[config.mk]
export PLATFORM = sky130hd
export DESIGN_NAME = uart_frame_fifo_timing_flat
export DESIGN_NICKNAME = d
export VERILOG_FILES = /design/src/hdl/uft_pkg.sv /design/src/hdl/uft_if.sv /design/src/hdl/uart_frame_fifo_timing.sv /design/src/hdl/uft_ram.sv /design/src/flat_wrapper.sv
export SDC_FILE = /design/constraint.sdc
export NUM_CORES = 1
export LEC_CHECK = 0
export BUFFER_PORTS_ARGS = -buffer_cell sky130_fd_sc_hd__buf_2
export CORE_MARGIN = 3
export CORE_UTILIZATION = 30
export DETAILED_ROUTE_END_ITERATION = 10
export PLACE_DENSITY = 0.5
export SKIP_CTS_REPAIR_TIMING = 1
export SLEW_MARGIN = 10
export SYNTH_ARGS = -nofsm -noshare
export SYNTH_HDL_FRONTEND = slang
export SYNTH_HIERARCHICAL = 1
export SYNTH_SLANG_ARGS = --single-unit
[constraint.sdc]
create_clock -name clk -period 4.2 [get_ports clk]
set_input_delay 0.42 -clock clk [delete_from_list [all_inputs] [get_ports clk]]
set_output_delay 0.42 -clock clk [all_outputs]
set_load 0.1 [all_outputs]
[src/hdl/uft_pkg.sv]
// Shared codes and sizes for the UART frame FIFO timing block.
package uft_pkg;

  // Request codes carried by req_type.
  localparam logic [2:0] REQ_TICK      = 3'd0;
  localparam logic [2:0] REQ_TX_PUSH   = 3'd1;
  localparam logic [2:0] REQ_TX_CANCEL = 3'd2;
  localparam logic [2:0] REQ_RX_IN     = 3'd3;
  localparam logic [2:0] REQ_RX_POP    = 3'd4;
  localparam logic [2:0] REQ_RX_EN     = 3'd5;

  // Event codes carried by event_kind.
  localparam logic [2:0] EV_TX_START    = 3'd0;
  localparam logic [2:0] EV_TX_SENT     = 3'd1;
  localparam logic [2:0] EV_TX_COMPLETE = 3'd2;
  localparam logic [2:0] EV_RX_START    = 3'd3;
  localparam logic [2:0] EV_RX_COMPLETE = 3'd4;
  localparam logic [2:0] EV_POP_DATA    = 3'd5;

  // Configuration register indexes.
  localparam logic [1:0] CFG_BIT_DELAY = 2'd0;
  localparam logic [1:0] CFG_TX_LIMIT  = 2'd1;
  localparam logic [1:0] CFG_RX_LIMIT  = 2'd2;

  // Most events one request can raise.
  localparam int EV_MAX = 5;

endpackage

[src/hdl/uft_if.sv]
// Word channel interfaces for requests and events.
interface uft_req_if;
  logic       valid;
  logic       ready;
  logic [2:0] req_type;
  logic [7:0] frame_data;
  logic       enable_value;
  modport source (output valid, req_type, frame_data, enable_value, input ready);
  modport sink (input valid, req_type, frame_data, enable_value, output ready);
endinterface

interface uft_evt_if;
  logic       valid;
  logic       ready;
  logic [2:0] event_kind;
  logic [7:0] event_value;
  logic       last;
  logic       collision_flag;
  logic       overrun_flag;
  logic [4:0] ready_count;
  modport source (output valid, event_kind, event_value, last, collision_flag,
                  overrun_flag, ready_count, input ready);
  modport sink (input valid, event_kind, event_value, last, collision_flag,
                overrun_flag, ready_count, output ready);
endinterface

[src/hdl/uart_frame_fifo_timing.sv]
// Top level of the UART frame FIFO timing block.
//
//  Channel  Role    Word contents
//  req      sink    req_type, frame_data, enable_value
//  rsp      source  event_kind, event_value, last, flags, ready_count
//  cfg      write   cfg_we, cfg_addr, cfg_data (bit_delay, tx_limit, rx_limit)
//
// A request is taken in the idle cycle and then passes through the sequencer states; a tick
// that sends a TX frame, starts the next one and starts a reception takes the longest path,
// since each frame RAM read adds a state. Its event words then drain one per cycle as rsp
// accepts them. A stall on rsp holds the block.
// Reset is synchronous; the RAMs need no clearing pass, only pointers reset.
module uart_frame_fifo_timing #(
  parameter int TX_DEPTH = 16,
  parameter int RX_DEPTH = 16
) (
  input  logic                    clk,
  input  logic                    rst,
  uft_req_if.sink                 req,
  uft_evt_if.source               rsp,
  input  logic                    cfg_we,
  input  logic [1:0]              cfg_addr,
  input  logic [15:0]             cfg_data
);
  import uft_pkg::*;

  localparam int TAW = $clog2(TX_DEPTH);
  localparam int TFW = $clog2(TX_DEPTH + 1);
  localparam int RAW = $clog2(RX_DEPTH);
  localparam int RFW = $clog2(RX_DEPTH + 1);
  localparam int TCW = (TFW > 5) ? TFW : 5;
  localparam int RCW = (RFW > 5) ? RFW : 5;

  typedef enum logic [9:0] {
    S_IDLE  = 10'b0000000001,
    S_EXEC  = 10'b0000000010,
    S_TX    = 10'b0000000100,
    S_TXA   = 10'b0000001000,
    S_TXB   = 10'b0000010000,
    S_RX    = 10'b0000100000,
    S_RXST  = 10'b0001000000,
    S_RXS   = 10'b0010000000,
    S_POP   = 10'b0100000000,
    S_DRAIN = 10'b1000000000
  } state_t;

  state_t state, state_next;

  logic [15:0] bit_delay;
  logic [4:0]  tx_limit, rx_limit;

  logic [2:0] req_q;
  logic [7:0] data_q;
  logic       en_q;

  logic [TAW-1:0] tx_head, tx_head_next;
  logic [TFW-1:0] tx_fill, tx_fill_next;
  logic [15:0]    tx_cd, tx_cd_next;
  logic [RAW-1:0] rx_head, rx_head_next;
  logic [RFW-1:0] rx_fill, rx_fill_next;
  logic [RFW-1:0] rx_front, rx_front_next;
  logic [15:0]    rx_cd, rx_cd_next;
  logic           rx_enabled, rx_enabled_next;
  logic           tx_collided, tx_collided_next;
  logic           rx_overran, rx_overran_next;

  // Event buffer for one request.
  logic [2:0] ev_kind [EV_MAX];
  logic [7:0] ev_val [EV_MAX];
  logic [2:0] ev_n, ev_n_next;
  logic [2:0] rd_idx;
  logic       e0_we, e1_we;
  logic [2:0] e0_k, e1_k;
  logic [7:0] e0_v, e1_v;

  // RAM ports.
  logic           tx_we, rx_we;
  logic [TAW-1:0] tx_waddr, tx_raddr;
  logic [RAW-1:0] rx_waddr, rx_raddr;
  logic [7:0]     tx_wdata, tx_rdata, rx_wdata, rx_rdata;

  logic [15:0]    dly;
  logic [TCW-1:0] tx_lim;
  logic [TFW-1:0] tf_t;
  logic [RAW-1:0] rh_t;
  logic [RFW-1:0] rf_t, rfr_t;

  function automatic logic [TAW-1:0] tx_wrap(input logic [TFW:0] s);
    logic [TFW:0] d;
    d = (TFW + 1)'(TX_DEPTH);
    return (s >= d) ? TAW'(s - d) : TAW'(s);
  endfunction

  function automatic logic [RAW-1:0] rx_wrap(input logic [RFW:0] s);
    logic [RFW:0] d;
    d = (RFW + 1)'(RX_DEPTH);
    return (s >= d) ? RAW'(s - d) : RAW'(s);
  endfunction

  uft_ram #(.WIDTH(8), .DEPTH(TX_DEPTH)) u_tx_ram (
    .clk(clk), .we(tx_we), .waddr(tx_waddr), .wdata(tx_wdata),
    .raddr(tx_raddr), .rdata(tx_rdata)
  );

  uft_ram #(.WIDTH(8), .DEPTH(RX_DEPTH)) u_rx_ram (
    .clk(clk), .we(rx_we), .waddr(rx_waddr), .wdata(rx_wdata),
    .raddr(rx_raddr), .rdata(rx_rdata)
  );

  // Frame time, with zero treated as one tick, and the effective TX limit.
  assign dly = (bit_delay == 16'd0) ? 16'd1 : bit_delay;
  assign tx_lim = (tx_limit != 5'd0 && TCW'(tx_limit) < TCW'(TX_DEPTH)) ?
                  TCW'(tx_limit) : TCW'(TX_DEPTH);

  // Handshake and result word.
  assign req.ready           = (state == S_IDLE);
  assign rsp.valid           = (state == S_DRAIN) && (ev_n != 3'd0);
  assign rsp.event_kind      = ev_kind[rd_idx];
  assign rsp.event_value     = ev_val[rd_idx];
  assign rsp.last            = (rd_idx == ev_n - 3'd1);
  assign rsp.collision_flag  = tx_collided;
  assign rsp.overrun_flag    = rx_overran;
  assign rsp.ready_count     = 5'(rx_front);

  // Sequencer: read, modify and write back the queue state.
  always_comb begin
    state_next       = state;
    tx_head_next     = tx_head;
    tx_fill_next     = tx_fill;
    tx_cd_next       = tx_cd;
    rx_head_next     = rx_head;
    rx_fill_next     = rx_fill;
    rx_front_next    = rx_front;
    rx_cd_next       = rx_cd;
    rx_enabled_next  = rx_enabled;
    tx_collided_next = tx_collided;
    rx_overran_next  = rx_overran;
    ev_n_next        = ev_n;
    e0_we = 1'b0; e0_k = EV_TX_START; e0_v = 8'd0;
    e1_we = 1'b0; e1_k = EV_TX_START; e1_v = 8'd0;
    tx_we = 1'b0; tx_waddr = tx_head; tx_wdata = data_q; tx_raddr = tx_head;
    rx_we = 1'b0; rx_waddr = rx_head; rx_wdata = data_q; rx_raddr = rx_head;
    tf_t  = tx_fill;
    rh_t  = rx_head;
    rf_t  = rx_fill;
    rfr_t = rx_front;

    unique case (state)
      S_IDLE: begin
        if (req.valid) begin
          ev_n_next  = 3'd0;
          state_next = S_EXEC;
        end
      end

      S_EXEC: begin
        state_next = S_DRAIN;
        case (req_q)
          REQ_TICK: state_next = S_TX;
          REQ_TX_PUSH: begin
            if (TCW'(tx_fill) >= tx_lim && tx_fill != '0) begin
              tf_t             = tx_fill - TFW'(1);
              tx_collided_next = 1'b1;
            end
            tx_we        = 1'b1;
            tx_waddr     = tx_wrap((TFW + 1)'(tx_head) + (TFW + 1)'(tf_t));
            tx_fill_next = tf_t + TFW'(1);
            if (tx_cd == 16'd0) begin
              e0_we      = 1'b1;
              e0_k       = EV_TX_START;
              e0_v       = data_q;
              ev_n_next  = ev_n + 3'd1;
              tx_cd_next = dly;
            end
          end
          REQ_TX_CANCEL: begin
            if (tx_fill > TFW'(1)) tx_fill_next = TFW'(1);
          end
          REQ_RX_IN: begin
            if (rx_fill >= RFW'(RX_DEPTH)) begin
              rx_overran_next = 1'b1;
            end else begin
              rx_we        = 1'b1;
              rx_waddr     = rx_wrap((RFW + 1)'(rx_head) + (RFW + 1)'(rx_fill));
              rx_fill_next = rx_fill + RFW'(1);
              if (rx_cd == 16'd0) state_next = S_RXST;
            end
          end
          REQ_RX_POP: begin
            if (rx_front != '0 && rx_fill != '0) begin
              rx_raddr   = rx_head;
              state_next = S_POP;
            end else begin
              e0_we     = 1'b1;
              e0_k      = EV_POP_DATA;
              ev_n_next = ev_n + 3'd1;
            end
          end
          REQ_RX_EN: begin
            rx_enabled_next = en_q;
            if (!en_q) begin
              if (rx_cd != 16'd0) begin
                e0_we      = 1'b1;
                e0_k       = EV_RX_COMPLETE;
                ev_n_next  = ev_n + 3'd1;
                rx_cd_next = 16'd0;
              end
              rfr_t           = (rx_front > rx_fill) ? rx_fill : rx_front;
              rx_head_next    = rx_wrap((RFW + 1)'(rx_head) + (RFW + 1)'(rfr_t));
              rx_fill_next    = rx_fill - rfr_t;
              rx_front_next   = '0;
              rx_overran_next = 1'b0;
            end
          end
          default: ;
        endcase
      end

      // TX timer; on expiry read the frame at the head.
      S_TX: begin
        state_next = S_RX;
        if (tx_cd != 16'd0) begin
          tx_cd_next = tx_cd - 16'd1;
          if (tx_cd == 16'd1 && tx_fill != '0) begin
            tx_raddr   = tx_head;
            state_next = S_TXA;
          end
        end
      end

      S_TXA: begin
        e0_we = 1'b1; e0_k = EV_TX_SENT;     e0_v = tx_rdata;
        e1_we = 1'b1; e1_k = EV_TX_COMPLETE; e1_v = 8'd1;
        ev_n_next    = ev_n + 3'd2;
        tx_head_next = tx_wrap((TFW + 1)'(tx_head) + (TFW + 1)'(1));
        tx_fill_next = tx_fill - TFW'(1);
        if (tx_fill > TFW'(1)) begin
          tx_raddr   = tx_head_next;
          state_next = S_TXB;
        end else begin
          state_next = S_RX;
        end
      end

      S_TXB: begin
        e0_we = 1'b1; e0_k = EV_TX_START; e0_v = tx_rdata;
        ev_n_next  = ev_n + 3'd1;
        tx_cd_next = dly;
        state_next = S_RX;
      end

      // RX timer; on expiry keep or discard the frame on the wire.
      S_RX: begin
        state_next = S_DRAIN;
        if (rx_cd != 16'd0) begin
          rx_cd_next = rx_cd - 16'd1;
          if (rx_cd == 16'd1) begin
            e0_we     = 1'b1;
            e0_k      = EV_RX_COMPLETE;
            ev_n_next = ev_n + 3'd1;
            if (rx_enabled) begin
              if (rx_front < rx_fill) rfr_t = rx_front + RFW'(1);
              e0_v = 8'd1;
            end else if (rx_fill != '0) begin
              rh_t = rx_wrap((RFW + 1)'(rx_head) + (RFW + 1)'(1));
              rf_t = rx_fill - RFW'(1);
              if (rx_front != '0) rfr_t = rx_front - RFW'(1);
            end
            rx_head_next  = rh_t;
            rx_fill_next  = rf_t;
            rx_front_next = rfr_t;
            if (rfr_t < rf_t) state_next = S_RXST;
          end
        end
      end

      // Start a reception, dropping the oldest readable frame at the limit.
      S_RXST: begin
        if (rx_limit != 5'd0 && RCW'(rx_front) >= RCW'(rx_limit) && rx_front != '0) begin
          rh_t            = rx_wrap((RFW + 1)'(rx_head) + (RFW + 1)'(1));
          rf_t            = rx_fill - RFW'(1);
          rfr_t           = rx_front - RFW'(1);
          rx_overran_next = 1'b1;
        end
        rx_head_next  = rh_t;
        rx_fill_next  = rf_t;
        rx_front_next = rfr_t;
        rx_raddr      = rx_wrap((RFW + 1)'(rh_t) + (RFW + 1)'(rfr_t));
        state_next    = S_RXS;
      end

      S_RXS: begin
        e0_we = 1'b1; e0_k = EV_RX_START; e0_v = rx_rdata;
        ev_n_next  = ev_n + 3'd1;
        rx_cd_next = dly;
        state_next = S_DRAIN;
      end

      S_POP: begin
        e0_we = 1'b1; e0_k = EV_POP_DATA; e0_v = rx_rdata;
        ev_n_next     = ev_n + 3'd1;
        rx_head_next  = rx_wrap((RFW + 1)'(rx_head) + (RFW + 1)'(1));
        rx_fill_next  = rx_fill - RFW'(1);
        rx_front_next = rx_front - RFW'(1);
        state_next    = S_DRAIN;
      end

      S_DRAIN: begin
        if (ev_n == 3'd0) begin
          state_next = S_IDLE;
        end else if (rsp.ready && rsp.last) begin
          state_next = S_IDLE;
        end
      end

      default: state_next = S_IDLE;
    endcase
  end

  // Control registers.
  always_ff @(posedge clk) begin
    if (rst) begin
      state       <= S_IDLE;
      tx_head     <= '0;
      tx_fill     <= '0;
      tx_cd       <= '0;
      rx_head     <= '0;
      rx_fill     <= '0;
      rx_front    <= '0;
      rx_cd       <= '0;
      rx_enabled  <= 1'b0;
      tx_collided <= 1'b0;
      rx_overran  <= 1'b0;
      ev_n        <= '0;
      rd_idx      <= '0;
    end else begin
      state       <= state_next;
      tx_head     <= tx_head_next;
      tx_fill     <= tx_fill_next;
      tx_cd       <= tx_cd_next;
      rx_head     <= rx_head_next;
      rx_fill     <= rx_fill_next;
      rx_front    <= rx_front_next;
      rx_cd       <= rx_cd_next;
      rx_enabled  <= rx_enabled_next;
      tx_collided <= tx_collided_next;
      rx_overran  <= rx_overran_next;
      ev_n        <= ev_n_next;
      if (state == S_IDLE) begin
        rd_idx <= '0;
      end else if (rsp.valid && rsp.ready) begin
        rd_idx <= rd_idx + 3'd1;
      end
    end
  end

  // Configuration registers.
  always_ff @(posedge clk) begin
    if (rst) begin
      bit_delay <= 16'd1;
      tx_limit  <= 5'd0;
      rx_limit  <= 5'd0;
    end else if (cfg_we) begin
      unique case (cfg_addr)
        CFG_BIT_DELAY: bit_delay <= cfg_data;
        CFG_TX_LIMIT:  tx_limit  <= cfg_data[4:0];
        CFG_RX_LIMIT:  rx_limit  <= cfg_data[4:0];
        default: ;
      endcase
    end
  end

  // Request word and event buffer payload.
  always_ff @(posedge clk) begin
    if (state == S_IDLE && req.valid) begin
      req_q  <= req.req_type;
      data_q <= req.frame_data;
      en_q   <= req.enable_value;
    end
    for (int i = 0; i < EV_MAX; i++) begin
      if (e0_we && ev_n == 3'(i)) begin
        ev_kind[i] <= e0_k;
        ev_val[i]  <= e0_v;
      end
      if (e1_we && ev_n + 3'd1 == 3'(i)) begin
        ev_kind[i] <= e1_k;
        ev_val[i]  <= e1_v;
      end
    end
  end
endmodule

[src/hdl/uft_ram.sv]
// Generic single-write, single-read RAM with a registered read.
module uft_ram #(
  parameter int WIDTH = 8,
  parameter int DEPTH = 16
) (
  input  logic                     clk,
  input  logic                     we,
  input  logic [$clog2(DEPTH)-1:0] waddr,
  input  logic [WIDTH-1:0]         wdata,
  input  logic [$clog2(DEPTH)-1:0] raddr,
  output logic [WIDTH-1:0]         rdata
);
  logic [WIDTH-1:0] mem [DEPTH];

  // Write port and registered read port.
  always_ff @(posedge clk) begin
    if (we) begin
      mem[waddr] <= wdata;
    end
    rdata <= mem[raddr];
  end
endmodule

[src/flat_wrapper.sv]
// flat-port wrapper written by rule: the top's interface ports become plain ports
module uart_frame_fifo_timing_flat import uft_pkg::*;
#(
  parameter int TX_DEPTH = 16,
  parameter int RX_DEPTH = 16
)
  (clk, rst, cfg_we, cfg_addr, cfg_data, req_valid, req_req_type, req_frame_data, req_enable_value, req_ready, rsp_valid, rsp_event_kind, rsp_event_value, rsp_last, rsp_collision_flag, rsp_overrun_flag, rsp_ready_count, rsp_ready);
  uft_req_if req_i ();
  uft_evt_if rsp_i ();
  input  logic clk;
  input  logic rst;
  input  logic cfg_we;
  input  logic [1:0] cfg_addr;
  input  logic [15:0] cfg_data;
  input wire logic [$bits(req_i.valid)-1:0] req_valid;
  input wire logic [$bits(req_i.req_type)-1:0] req_req_type;
  input wire logic [$bits(req_i.frame_data)-1:0] req_frame_data;
  input wire logic [$bits(req_i.enable_value)-1:0] req_enable_value;
  output wire logic [$bits(req_i.ready)-1:0] req_ready;
  output wire logic [$bits(rsp_i.valid)-1:0] rsp_valid;
  output wire logic [$bits(rsp_i.event_kind)-1:0] rsp_event_kind;
  output wire logic [$bits(rsp_i.event_value)-1:0] rsp_event_value;
  output wire logic [$bits(rsp_i.last)-1:0] rsp_last;
  output wire logic [$bits(rsp_i.collision_flag)-1:0] rsp_collision_flag;
  output wire logic [$bits(rsp_i.overrun_flag)-1:0] rsp_overrun_flag;
  output wire logic [$bits(rsp_i.ready_count)-1:0] rsp_ready_count;
  input wire logic [$bits(rsp_i.ready)-1:0] rsp_ready;
  assign req_i.valid = req_valid;
  assign req_i.req_type = req_req_type;
  assign req_i.frame_data = req_frame_data;
  assign req_i.enable_value = req_enable_value;
  assign req_ready = req_i.ready;
  assign rsp_valid = rsp_i.valid;
  assign rsp_event_kind = rsp_i.event_kind;
  assign rsp_event_value = rsp_i.event_value;
  assign rsp_last = rsp_i.last;
  assign rsp_collision_flag = rsp_i.collision_flag;
  assign rsp_overrun_flag = rsp_i.overrun_flag;
  assign rsp_ready_count = rsp_i.ready_count;
  assign rsp_i.ready = rsp_ready;
  uart_frame_fifo_timing #(.TX_DEPTH(TX_DEPTH), .RX_DEPTH(RX_DEPTH)) u_core (.clk(clk), .rst(rst), .req(req_i), .rsp(rsp_i), .cfg_we(cfg_we), .cfg_addr(cfg_addr), .cfg_data(cfg_data));
endmodule
==> metrics.txt <==
Floorplan Core Area 0.06895 mm²; max-slew violation count 0; largest net degree at the start of global routing 55; pre-CTS WS -17.80 ps; GPL Wtd Cong 0.8489; Fillers 6,772; Synthesized Nets 1,795; syn avg cell area 12.35 µm²; die width 270.4 µm; DR iter-0 viols 1,354; Relative slew margins 22.84%; Clock Skew 41.76 ps; Initial Util 30.42%; CP arrival 4430 ps; DRC viols 0; Worst Path Class, Setup register to register; leakage power 8.948 nW; Worst-path clk slew 60 ps; most common library cell in the layout ignoring fill and taps edfxtp_1; most frequent cells in the layout edfxtp_1, nor2_1, nand2_1; vias per std cell 5.172; Setup crit end kind register; gr usage total 15.19%; Yosys reg bits 442; ANT cells 0; Final setup viols 0; num rows 96; highest clock rate 0.2519 GHz; Hold Fails Final Rpt 0; CTS sink count 442; status completed; crit share post-route 94.51%; setup slack after layout 230.8 ps; clock root buffer clkbuf_16; via count 14,450; die area 0.07311 mm²; Pre-antenna DRT Iters 7; CTS buffer count 49; Min Hold Slack 45.40 ps; total gr overflow 0; Max Root-Sink Buffers 3; Post-synth EDFFs 314; Tmin final 3969 ps; RSZ-0062 raised after global routing false; number of nets in the layout 1,919; Max Fanout on Critical Path 6; MaxCap Viol Count 0; Slew @ Worst Pin 1157 ps; Mapped Area 0.02097 mm²; placed insts 2,693; Mapped Cells 1,698; CTS tree done; ys async rst share 0%; Ys Warns 6; H-tree Lvls 2; wire per inst 20.24 µm; final instance count without filler cells 2,794; first-pass GRT wire length 86.80 mm; sequential share of the synthesized area 57.18%; Die H 270.4 µm; WL final 56.54 mm; later-pin clock latency in the skew report 610 ps; Required @ worst endpoint 4660 ps; Min-Delay Path Class input pin to register; Most used DFF post-synth edfxtp_1; I/O pin count 56; P per Cell Area 391.8 mW/mm²; synth unique cells 82; Max IR drop VDD 0.2630 mV; initial antenna violation count 0; post-route cell area 0.02468 mm²; P&R area growth vs syn 17.71%; number of global-route vias before repair 14,300; IO Port Bufs 55; CP startpoint kind register; fraction of layout cells with a size suffix above 1 19.43%; Area after DPL 0.02284 mm²; antenna-violating nets left 0; DP Wirelength 38.47 mm
-- area by class of cell --
type                    instances  area [µm²]  share of cell area, %
clock buffers                  61        1313                  5.317
clock inverters                31       405.4                  1.642
inverters                      44       165.2                 0.6691
multi-input cells            1116        8431                  34.15
flip-flops and latches        442       12000                  48.61
well taps                     931        1165                  4.719
repair buffers                169        1206                  4.886
-- worst max-delay path: stages, from the launching register on --
cell and delay [ps]:
dfxtp_1 440, inv_1 200, ha_1 290, nor4b_1 160, buf_4 140, or2_2 370
nor2_1 160, a221oi_1 100, a21oi_1 280, ha_1 310, a21o_1 160, a21o_1 170
a211oi_1 280, o31ai_1 120, a21oi_1 380, o2111a_1 240, nor2_1 60
-- where the power goes --
part           total, mW  switching [mW]  leakage [nW]  internal (mW)
clock network       4.52            1.79         0.820           2.73
logic              0.413           0.279          4.16          0.134
registers           4.74          0.0336          3.97           4.71
total               9.67            2.10          8.95           7.57
-- registers in the layout, indices dropped and copies added, names as in the netlist, 4 cells and up, named ones only --
register / flops
u_core/u_tx_ram/mem: 128
u_core/ev_kind: 15
u_core/tx_head: 4
u_core/ev_val: 40
u_core/rx_limit: 5
u_core/tx_cd: 16
u_core/u_rx_ram/mem: 128
u_core/tx_fill: 5
u_core/u_tx_ram/rdata: 8
u_core/u_rx_ram/rdata: 8
u_core/bit_delay: 16
u_core/rx_cd: 16
u_core/tx_limit: 5
u_core/rsp.ready_count: 5
u_core/state: 10
u_core/data_q: 8
u_core/rx_head: 4
u_core/rx_fill: 5
-- final timing paths --
| check | startpoint | to | slack [ps] | cells past startpoint |
|---|---|---|---|---|
| setup / recovery | u_core/rx_fill[1] | u_core/state[9] | 230 | 16 |
| hold / removal | cfg_data[13] | u_core/bit_delay[13] | 50 | 3 |
| setup reg to reg | u_core/rx_fill[1] | u_core/state[9] | 230 | 16 |
| hold reg to reg | u_core/rx_cd[15] | u_core/rx_cd[15] | 480 | 2 |
-- metrics by stage --
stage               util [%]  power, mW  setup TNS, ps
floorplan                  -      5.055              0
global placement       33.13      5.229         -565.1
detailed placement     33.13      5.237         -140.2
CTS                    35.62      9.789         -340.6
global route           35.80      10.03              0
finish                 35.80      9.671              0
-- synth_stat cells (all sizes together), types with 10 or more instances --
library cell / n / area share (%)
nand2b: 19 / 0.57
buf: 29 / 0.95
nor2b: 11 / 0.33
xnor2: 26 / 1.1
a21oi: 91 / 2.2
edfxtp: 314 / 45
mux2: 15 / 0.81
clkbuf: 61 / 1.1
nand3: 34 / 0.81
and3: 15 / 0.45
a211oi: 28 / 1.3
mux2i: 17 / 0.81
ha: 57 / 3.4
nor4: 18 / 0.60
and2: 10 / 0.30
inv: 44 / 0.79
xor2: 14 / 0.58
o21ai: 76 / 1.8
mux4: 75 / 8.6
nor2: 172 / 3.2
nand2: 164 / 2.9
nor3: 56 / 1.4
a21o: 19 / 0.68
a22oi: 44 / 1.6
dfxtp: 128 / 12
-- cell families after synthesis --
logic type | after synthesis | synth area share, %
multiplexers | 107 | 10.17
AO/OA/AOI/OAI | 341 | 11.00
buffers and inverters | 140 | 3.115
AND/OR/NAND/NOR | 566 | 12.98
flip-flops | 442 | 57.18
XOR/XNOR | 40 | 1.671
adder cells (fa/ha/maj) | 62 | 3.878
-- routing by layer --
metal	track usage, %	vias to the layer above	part of all wire [%]
li1	-	6721	-
met5	0	-	0
met2	24.64	368	47
met3	2.425	85	4.5
met4	4.443	0	2.5
met1	21.01	7277	46
Power figures use the tool's default switching activity.
